### src/rtl/kcbb_pkg.sv
// Package for the key color bounding box block.
// Result type, register indexes and default sizes; no dependencies.
`default_nettype none

package kcbb_pkg;

    localparam int OUT_W = 10;
    localparam int KEY_W = 8;
    localparam int CFG_W = 11;
    localparam int IDX_W = 2;

    localparam int DEF_MAX_WIDTH  = 1024;
    localparam int DEF_MAX_HEIGHT = 1024;

    localparam logic [KEY_W-1:0] RST_KEY    = '0;
    localparam logic [CFG_W-1:0] RST_WIDTH  = 11'd320;
    localparam logic [CFG_W-1:0] RST_HEIGHT = 11'd200;

    typedef enum logic [IDX_W-1:0] {
        REG_KEY_COLOR    = 2'd0,
        REG_FRAME_WIDTH  = 2'd1,
        REG_FRAME_HEIGHT = 2'd2
    } t_reg_idx;

    typedef logic [OUT_W-1:0] t_coord;

    typedef struct packed {
        logic   found;
        t_coord left;
        t_coord top;
        t_coord right;
        t_coord bottom;
    } t_result;

endpackage

`default_nettype wire

### src/rtl/kcbb_tracker.sv
// Column/row counters and min/max trackers for one frame.
// Depends on kcbb_pkg for the result struct and field widths.
`default_nettype none

module kcbb_tracker import kcbb_pkg::*; #(
    parameter int MAX_WIDTH  = DEF_MAX_WIDTH,
    parameter int MAX_HEIGHT = DEF_MAX_HEIGHT
) (
    input  wire logic             i_clk,
    input  wire logic             i_rst_n,
    input  wire logic             i_step,
    input  wire logic [KEY_W-1:0] i_pixel,
    input  wire logic [KEY_W-1:0] i_key,
    input  wire logic [CFG_W-1:0] i_width,
    input  wire logic [CFG_W-1:0] i_height,
    output logic                  o_frame_end,
    output t_result               o_res
);

    localparam int CW  = $clog2(MAX_WIDTH);
    localparam int RW  = $clog2(MAX_HEIGHT);
    localparam int CWP = CW + 1;
    localparam int RWP = RW + 1;

    logic [CW-1:0] r_col, r_min_col, r_max_col, n_min_col, n_max_col;
    logic [RW-1:0] r_row, r_min_row, r_max_row, n_min_row, n_max_row;
    logic          r_found, n_found;
    logic [CWP-1:0] w_eff;
    logic [RWP-1:0] h_eff;
    logic           hit, row_end;

    // zero acts as one, oversize clamps to the maximum
    always_comb begin
        if (i_width == '0) begin
            w_eff = CWP'(1);
        end else if (32'(i_width) > MAX_WIDTH) begin
            w_eff = CWP'(MAX_WIDTH);
        end else begin
            w_eff = CWP'(i_width);
        end
        if (i_height == '0) begin
            h_eff = RWP'(1);
        end else if (32'(i_height) > MAX_HEIGHT) begin
            h_eff = RWP'(MAX_HEIGHT);
        end else begin
            h_eff = RWP'(i_height);
        end
    end

    assign hit         = (i_pixel != i_key);
    assign row_end     = (CWP'(r_col) + CWP'(1)) >= w_eff;
    assign o_frame_end = row_end && ((RWP'(r_row) + RWP'(1)) >= h_eff);

    always_comb begin
        n_found   = r_found;
        n_min_col = r_min_col;
        n_max_col = r_max_col;
        n_min_row = r_min_row;
        n_max_row = r_max_row;
        if (hit) begin
            n_found = 1'b1;
            if (!r_found) begin
                n_min_col = r_col;
                n_max_col = r_col;
                n_min_row = r_row;
                n_max_row = r_row;
            end else begin
                if (r_col < r_min_col) n_min_col = r_col;
                if (r_col > r_max_col) n_max_col = r_col;
                if (r_row < r_min_row) n_min_row = r_row;
                if (r_row > r_max_row) n_max_row = r_row;
            end
        end
    end

    always_comb begin
        o_res = '0;
        if (n_found) begin
            o_res.found  = 1'b1;
            o_res.left   = OUT_W'(n_min_col);
            o_res.top    = OUT_W'(n_min_row);
            o_res.right  = OUT_W'(n_max_col);
            o_res.bottom = OUT_W'(n_max_row);
        end
    end

    always_ff @(posedge i_clk) begin
        if (!i_rst_n || (i_step && o_frame_end)) begin
            r_col     <= '0;
            r_row     <= '0;
            r_found   <= 1'b0;
            r_min_col <= CW'(MAX_WIDTH - 1);
            r_max_col <= '0;
            r_min_row <= RW'(MAX_HEIGHT - 1);
            r_max_row <= '0;
        end else if (i_step) begin
            r_found   <= n_found;
            r_min_col <= n_min_col;
            r_max_col <= n_max_col;
            r_min_row <= n_min_row;
            r_max_row <= n_max_row;
            if (row_end) begin
                r_col <= '0;
                r_row <= r_row + RW'(1);
            end else begin
                r_col <= r_col + CW'(1);
            end
        end
    end

endmodule

`default_nettype wire

### src/rtl/kcbb_out.sv
// Result register with valid/ready handshake toward the consumer.
// Depends on kcbb_pkg for the result struct.
`default_nettype none

module kcbb_out import kcbb_pkg::*; (
    input  wire logic    i_clk,
    input  wire logic    i_rst_n,
    input  wire logic    i_load,
    input  wire t_result i_res,
    input  wire logic    i_ready,
    output logic         o_valid,
    output logic         o_free,
    output t_result      o_res
);

    logic    r_vld;
    t_result r_res;

    assign o_free  = !r_vld || i_ready;
    assign o_valid = r_vld;
    assign o_res   = r_res;

    always_ff @(posedge i_clk) begin
        if (!i_rst_n) begin
            r_vld <= 1'b0;
        end else if (i_load) begin
            r_vld <= 1'b1;
        end else if (i_ready) begin
            r_vld <= 1'b0;
        end
    end

    always_ff @(posedge i_clk) begin
        if (i_load) begin
            r_res <= i_res;
        end
    end

endmodule

`default_nettype wire

### src/rtl/key_color_bounding_box.sv
// Bounding box of non-key pixels: one pixel per cycle in, one box per frame out.
// Pixels pass an input register, then the tracker updates counters and min/max;
// the box of a frame is loaded into the result register as the last pixel leaves
// the input register. Sustained rate is one pixel per clock, set by the
// single compare-and-update pass of the tracker; the input stalls only while a
// finished box waits in the result register and another frame end arrives.
// Depends on kcbb_pkg, kcbb_tracker and kcbb_out.
`default_nettype none

module key_color_bounding_box import kcbb_pkg::*; #(
    parameter int MAX_WIDTH  = DEF_MAX_WIDTH,
    parameter int MAX_HEIGHT = DEF_MAX_HEIGHT
) (
    input  wire logic             i_clk,
    input  wire logic             i_rst_n,
    input  wire logic             i_cfg_we,
    input  wire logic [IDX_W-1:0] i_cfg_idx,
    input  wire logic [CFG_W-1:0] i_cfg_data,
    input  wire logic             i_valid,
    output logic                  o_ready,
    input  wire logic [KEY_W-1:0] i_pixel,
    output logic                  o_valid,
    input  wire logic             i_ready,
    output logic                  o_found,
    output logic [OUT_W-1:0]      o_left,
    output logic [OUT_W-1:0]      o_top,
    output logic [OUT_W-1:0]      o_right,
    output logic [OUT_W-1:0]      o_bottom
);

    logic [KEY_W-1:0] r_key;
    logic [CFG_W-1:0] r_width, r_height;
    logic             r_in_vld;
    logic [KEY_W-1:0] r_pixel;
    logic             frame_end, out_free, advance, accept;
    t_result          res, out_res;

    always_ff @(posedge i_clk) begin
        if (!i_rst_n) begin
            r_key    <= RST_KEY;
            r_width  <= RST_WIDTH;
            r_height <= RST_HEIGHT;
        end else if (i_cfg_we) begin
            case (t_reg_idx'(i_cfg_idx))
                REG_KEY_COLOR:    r_key    <= i_cfg_data[KEY_W-1:0];
                REG_FRAME_WIDTH:  r_width  <= i_cfg_data;
                REG_FRAME_HEIGHT: r_height <= i_cfg_data;
                default: ;
            endcase
        end
    end

    // a pixel that closes a frame waits until the result register is free
    assign advance = r_in_vld && (!frame_end || out_free);
    assign o_ready = !r_in_vld || advance;
    assign accept  = i_valid && o_ready;

    always_ff @(posedge i_clk) begin
        if (!i_rst_n) begin
            r_in_vld <= 1'b0;
        end else if (accept) begin
            r_in_vld <= 1'b1;
        end else if (advance) begin
            r_in_vld <= 1'b0;
        end
    end

    always_ff @(posedge i_clk) begin
        if (accept) begin
            r_pixel <= i_pixel;
        end
    end

    kcbb_tracker #(
        .MAX_WIDTH  (MAX_WIDTH),
        .MAX_HEIGHT (MAX_HEIGHT)
    ) u_tracker (
        .i_clk       (i_clk),
        .i_rst_n     (i_rst_n),
        .i_step      (advance),
        .i_pixel     (r_pixel),
        .i_key       (r_key),
        .i_width     (r_width),
        .i_height    (r_height),
        .o_frame_end (frame_end),
        .o_res       (res)
    );

    kcbb_out u_out (
        .i_clk   (i_clk),
        .i_rst_n (i_rst_n),
        .i_load  (advance && frame_end),
        .i_res   (res),
        .i_ready (i_ready),
        .o_valid (o_valid),
        .o_free  (out_free),
        .o_res   (out_res)
    );

    assign o_found  = out_res.found;
    assign o_left   = out_res.left;
    assign o_top    = out_res.top;
    assign o_right  = out_res.right;
    assign o_bottom = out_res.bottom;

endmodule

`default_nettype wire

### config.mk
export PLATFORM = sky130hd
export DESIGN_NAME = key_color_bounding_box
export DESIGN_NICKNAME = d
export VERILOG_FILES = /design/src/rtl/kcbb_pkg.sv /design/src/rtl/kcbb_tracker.sv /design/src/rtl/kcbb_out.sv /design/src/rtl/key_color_bounding_box.sv
export SDC_FILE = /design/constraint.sdc
export NUM_CORES = 1
export LEC_CHECK = 0
export ABC_AREA = 0
export CELL_PAD_IN_SITES_DETAIL_PLACEMENT = 1
export CELL_PAD_IN_SITES_GLOBAL_PLACEMENT = 2
export CORE_MARGIN = 4
export CORE_UTILIZATION = 40
export CTS_CLUSTER_SIZE = 8
export DETAILED_ROUTE_END_ITERATION = 10
export DONT_BUFFER_PORTS = 1
export GPL_ROUTABILITY_DRIVEN = 1
export PLACE_DENSITY = 0.76
export SYNTH_ARGS = -nofsm -noshare
export SYNTH_HDL_FRONTEND = slang
export SYNTH_SLANG_ARGS = --single-unit
### constraint.sdc
create_clock -name i_clk -period 6.96 [get_ports i_clk]
set_clock_uncertainty 0.15 [all_clocks]
set_input_delay 0.696 -clock i_clk [delete_from_list [all_inputs] [get_ports i_clk]]
set_output_delay 0.696 -clock i_clk [all_outputs]
set_load 0.03 [all_outputs]
==> Yosys cells after proc, flatten, opt, wreduce, memory -nomap -nowiden <==
Index checks and enable logic that the tools add are counted.
{ "op_classes": {"n_eq_ne": 3, "reduce_logical": 21, "addsub": 4, "muxes": 23, "magnitude_cmp": 8} }
{ "op_table": {"columns": ["operator", "n"], "rows": [
  ["2-to-1 mux 10 bit", 13],
  ["2-to-1 mux 11 bit", 4],
  ["2-to-1 mux 41 bit", 1],
  ["adder 10 x 1 -> 11 bit (second input constant)", 2],
  [">= comparator 11 bit", 2],
  ["greater-than comparator 11 bit (second input constant)", 2],
  ["logical NOT 11 bit", 2],
  ["adder 10 x 1 -> 10 bit (second input constant)", 2],
  ["greater-than comparator 10 bit", 2],
  ["< comparator 10 bit", 2],
  ["inequality test 8 bit", 1],
  ["AND reduction 2 bit", 4],
  ["2-to-1 mux 1 bit", 5],
  ["logical AND 1 bit", 4],
  ["logical NOT 1 bit", 4],
  ["logical OR 1 bit", 4],
  ["nonzero test 2 bit", 2],
  ["equality test 2 x 1 -> 1 bit (second input constant)", 1],
  ["equality test 2 bit (second input constant)", 1],
  ["logical NOT 2 bit", 1]
]} }
{ "word_totals": {"output_inout_bits": 43, "input_bits": 26, "elab_cells": 77, "reg_bits": 142} }

==> Depth between registers and ports, before layout <==
{ "depth": {"depth_word": 11, "ltp_mapped": 14, "ltp_nobuf": 12} }

==> Cells and area by module <==
From an unflattened synthesis, not the netlist that was laid out.
{ "unflattened": {"cells_unflattened": 791, "hier_area_um2": 7691.1} }
{ "by_module_without_submodules": {"columns": ["module", "instances", "seq_area_each_um2", "cells_per_inst", "area_per_inst_um2"], "rows": [
  ["kcbb_tracker", 1, 1221.2, 616, 4923.5],
  ["key_color_bounding_box", 1, 860.8, 130, 1487.7],
  ["kcbb_out", 1, 1251.2, 45, 1280.0]
]} }

==> Worst setup path before layout <==
Ideal clock, no wire load.
{ "synth_timing": {"kind": "reg-to-reg", "startpoint": "reg u_tracker.r_col[1]", "endpoint": "reg u_out.r_res, in the netlist u_out.o_res[0], enable pin", "slack_ns": 2.008, "arrival_ns": 4.361, "setup_time_ns": 0.441, "required_ns": 6.369, "n_path_buf": 1, "path_stages_with_launch": 12, "path_cell_list": "dfxtp_1 ha_1 and3_1 and3_1 and3_1 and3_1 ha_1 nand4_1 o31ai_2 o21ai_1 buf_2 nor2_1"} }
{ "synth_via": {"elab_chain_cells": 7} }
{ "synth_rtl": {"columns": ["element", "line_no", "rtl"], "rows": [
  ["start: declaration", "kcbb_tracker.sv:25", "logic [CW-1:0] r_col, r_min_col, r_max_col, n_min_col, n_max_col;"],
  ["start signal: assignment", "kcbb_tracker.sv:106", "r_col <= r_col + CW'(1);"],
  ["adder 10 x 1 -> 11 bit *", "kcbb_tracker.sv:51", "assign row_end = (CWP'(r_col) + CWP'(1)) >= w_eff;"],
  [">= comparator 11 bit *", "kcbb_tracker.sv:51", null],
  ["logical AND 1 bit *", "kcbb_tracker.sv:52", "assign o_frame_end = row_end && ((RWP'(r_row) + RWP'(1)) >= h_eff);"],
  ["logical NOT 1 bit", "key_color_bounding_box.sv:54", "assign advance = r_in_vld && (!frame_end || out_free);"],
  ["logical OR 1 bit", "key_color_bounding_box.sv:54", null],
  ["logical AND 1 bit", "key_color_bounding_box.sv:54", null],
  ["logical AND 1 bit *", "key_color_bounding_box.sv:92", ".i_load (advance && frame_end),"],
  ["via u_out.i_load", "kcbb_out.sv:8", "input wire logic i_load,"],
  ["end signal: assignment", "kcbb_out.sv:35", "r_res <= i_res;"],
  ["end: declaration", "kcbb_out.sv:17", "t_result r_res;"]
]} }
Mark *: on every way through the listed nets, which the timed path passes. The rest lies on a longest branch.
A chain may end at the register's enable or synchronous reset.

==> Worst setup path in the final report <==
{ "layout_timing": {"startpoint": "reg u_tracker.r_col[1]", "endpoint": "out o_ready"} }
{ "layout_via": {"elab_chain_cells": 7} }
{ "layout_rtl": {"columns": ["element", "line_no", "rtl"], "rows": [
  ["adder 10 x 1 -> 11 bit", "kcbb_tracker.sv:51", null],
  [">= comparator 11 bit", "kcbb_tracker.sv:51", null],
  ["logical AND 1 bit", "kcbb_tracker.sv:52", null],
  ["logical NOT 1 bit", "key_color_bounding_box.sv:54", null],
  ["logical OR 1 bit", "key_color_bounding_box.sv:54", null],
  ["logical AND 1 bit", "key_color_bounding_box.sv:54", null],
  ["logical OR 1 bit", "key_color_bounding_box.sv:55", "assign o_ready = !r_in_vld || advance;"],
  ["end: declaration", "key_color_bounding_box.sv:20", "output logic o_ready,"]
]} }
Every way passes these cells.

==> results.tsv <==
stage	metric	value	unit
clocking	clk_pin_slew	0.06	ns
synth	syn-cell-area	8021	um2
run	drv_cap	0	
clocking	root_buffer	clkbuf_16	
hold_path	hp-class	in -> reg	
setup_path	end_kind	output pin	
route	wl	22780	um
clocking	htree_levels	4	
timing	worst_slack	1.606	ns
grt	grt_pass1_wl	37290	um
synth	synth-seq-cells	142	
place	placed_cells	1081	
route	drt-vias-per-instance	5.787	
timing	whs	0.2116	ns
place	place_congestion	0.8481	
synth	synth_common_cells	dfxtp_1, nand2_1, o211ai_1, a21oi_1, ha_1	
grt	grt_pass1_vias	6885	
synth	ys_async_sr_fraction	0	%
synth	ys_types	55	
place	hpwl	16340	um
synth	ys_top_cells_by_area	dfxtp_1, edfxtp_1, ha_1, o211ai_1, mux2i_1	
synth	seq_area_frac_synth	41.55	%
pwr	seqPwrFrac	46.0	%
finish	diodes	0	
route	drc	0	
synth	synth_fp_nets	952	
route	firstDrtPassIters	4	
run_status	outcome	completed	
clocking	postCtsHoldBufs	0	
timing	rsz0062_at_grt	false	
setup_path	cp_data_arrival_time	4.51	ns
place	post-place-ws	2.149	ns
synth	ys.flop_type	dfxtp_1	
finish	syn2layout_area_growth	9.749	%
grt	antenna_found_initial	0	
timing	fin_tns_setup	0	ns
finish	final_area	8803	um2
synth	syn-mean-instance-area	9.284	um2
clocking	cts_tree	yes	
finish	post-route-util	44.94	%
floorplanning	fp.dieH	149.6	um
finish	multiInputGateArea	4253	um2
place	placed_area	8214	um2
synth	yosysMostFrequentCell	dfxtp_1	
floorplanning	ios	69	
finish	final_cells	1113	
clocking	cts_sinks	142	
floorplanning	design.core.area	19590	um2
grt	grt_util_all_layers	21.23	%
pwr	ir_worst_vdd	0.1790	mV
route	routedWlPerCell	20.46	um
pwr	switching_share	23.09	%
route	drt-initial-drc-count	291	
pwr	intPower	1.489	mW
pwr	power_frac_clock	47.8	%
route	vias	6441	
timing	setup_viol	0	
floorplanning	start_util	40.95	%
grt	grt_max_degree	50	
timing	relSlewSlack	17.69	%
finish	num-fill-cells	2276	
synth	synth_top_area_share	23.21	%
setup_path	crit_type	reg -> out	
timing	fin_crit_sh	76.92	%
finish	final_nets	923	
setup_path	critPathMaxFanout	16	
place	placement.io_buffers	0	
clocking	cts_resized	0	
setup_path	cp.required	6.11	ns
synth	synth_top_area_cell	dfxtp_1	
pwr	power	1.936	mW
clocking	post_cts_buffers	0	
hold_path	worstHoldPathCells	1	
floorplanning	rows	51	
clocking	clockBufferDepth	2	
grt	grt_overflow	0	
pwr	switchingPower	447.1	uW
finish	seqCellArea	3333	um2
floorplanning	die_area	22380	um2
setup_path	setup.worst_path.start_class	register	
pwr	combPwrFrac	6.2	%
synth	syn_inst	864	
floorplanning	die_w	149.6	um
finish	drive_above_1_share	7.665	%
clocking	numCtsBuffers	17	
route	final_antenna_net_count	0	
timing	min_period	5.354	ns
pwr	power_leakage	3.415	nW
timing	finalMaxSlewViolations	0	
clocking	insertion_delay	0.42	ns
setup_path	r2r_cells	12	
timing	tightestPinTransition	1.232	ns
synth	synth_warnings	0	
pwr	power_density	219.9	nW/um2
timing	finalHoldViolCount	0	
synth	synth_edf_count	49	
timing	max_freq	186.8	MHz
[power groups by stage]
stage | Clock (mW) | Combinational (mW) | Sequential, mW
2_1_floorplan | 0 | 0.0944 | 0.903
3_3_place_gp | 0 | 0.116 | 0.907
4_1_cts | 0.941 | 0.121 | 0.890
3_5_place_dp | 0 | 0.120 | 0.908
5_1_grt | 0.979 | 0.135 | 0.893
6_report | 0.926 | 0.120 | 0.890
[routing by layer]
metal / share of wire, % / up-vias / track usage (%)
met4: 1.5 / 0 / 6.407
li1: - / 3112 / -
met3: 4.1 / 26 / 4.210
met2: 49 / 128 / 36.29
met1: 45 / 3175 / 27.20
met5: 0 / - / 0
[state kept, by name, summed over array words and instances (netlist names)]
| signal | flops |
|---|---|
| u_out.o_res | 41 |
| r_height | 11 |
| r_width | 11 |
| u_tracker.r_col | 10 |
| u_tracker.r_max_col | 10 |
| u_tracker.r_max_row | 10 |
| u_tracker.r_min_col | 10 |
| u_tracker.r_min_row | 10 |
| u_tracker.r_row | 10 |
| r_key | 8 |
| r_pixel | 8 |
| r_in_vld | 1 |
| u_out.o_valid | 1 |
| u_tracker.r_found | 1 |
[logic make-up after synthesis]
logic type | share of synthesized area, %
fa+ha+maj | 9.671
simple gates | 14.13
compound gates | 20.31
flops | 41.55
mux | 5.865
xor+xnor | 2.620
buf+inv | 5.849
[worst max-delay path, stage by stage (launching register included)]
cell and delay, ns:
dfxtp_1 0.53, ha_1 0.32, and3_1 0.25, and3_1 0.26, and3_1 0.25, xor2_1 0.10
ha_1 0.33, nand4_1 0.22, o31a_1 0.36, a21boi_1 0.92, nand2_1 0.54
[cell usage in the layout, fill, tap and decap left out, drive strengths merged, types with 4 or more instances in the layout]
cell,instances
buf,11
o31ai,8
a31o,6
a21oi,67
dfxtp,93
mux2i,47
nand4,18
ha,62
xor2,7
nand3,30
nand2b,7
a21o,5
nor2,54
clkinv,9
and3,14
nor4,5
xnor2,17
inv,56
o21a,6
clkbuf,20
and2,4
o211ai,74
o2111ai,9
o21ai,21
a311oi,6
nor3,12
or2,6
a31oi,10
nand2,76
o31a,6
nor2b,4
a211oi,4
edfxtp,49
[final cells by class]
| type | count | share of cell area, % |
|---|---|---|
| multi-input cells | 606 | 48.31 |
| clock buffers | 20 | 5.074 |
| inverters | 57 | 2.430 |
| clock inverters | 12 | 1.620 |
| flip-flops and latches | 142 | 37.86 |
| repair buffers | 11 | 0.9380 |
| well taps | 265 | 3.766 |
[worst paths after layout]
path,start,to,slack [ns]
setup / recovery,u_tracker.r_col[1],o_ready,1.61
hold / removal,i_rst_n,r_height[3],0.21
setup reg to reg,u_tracker.r_col[1],u_tracker.r_max_row[8],2.09
hold reg to reg,r_width[10],r_width[10],0.32
(Power assumes the default switching activity.)
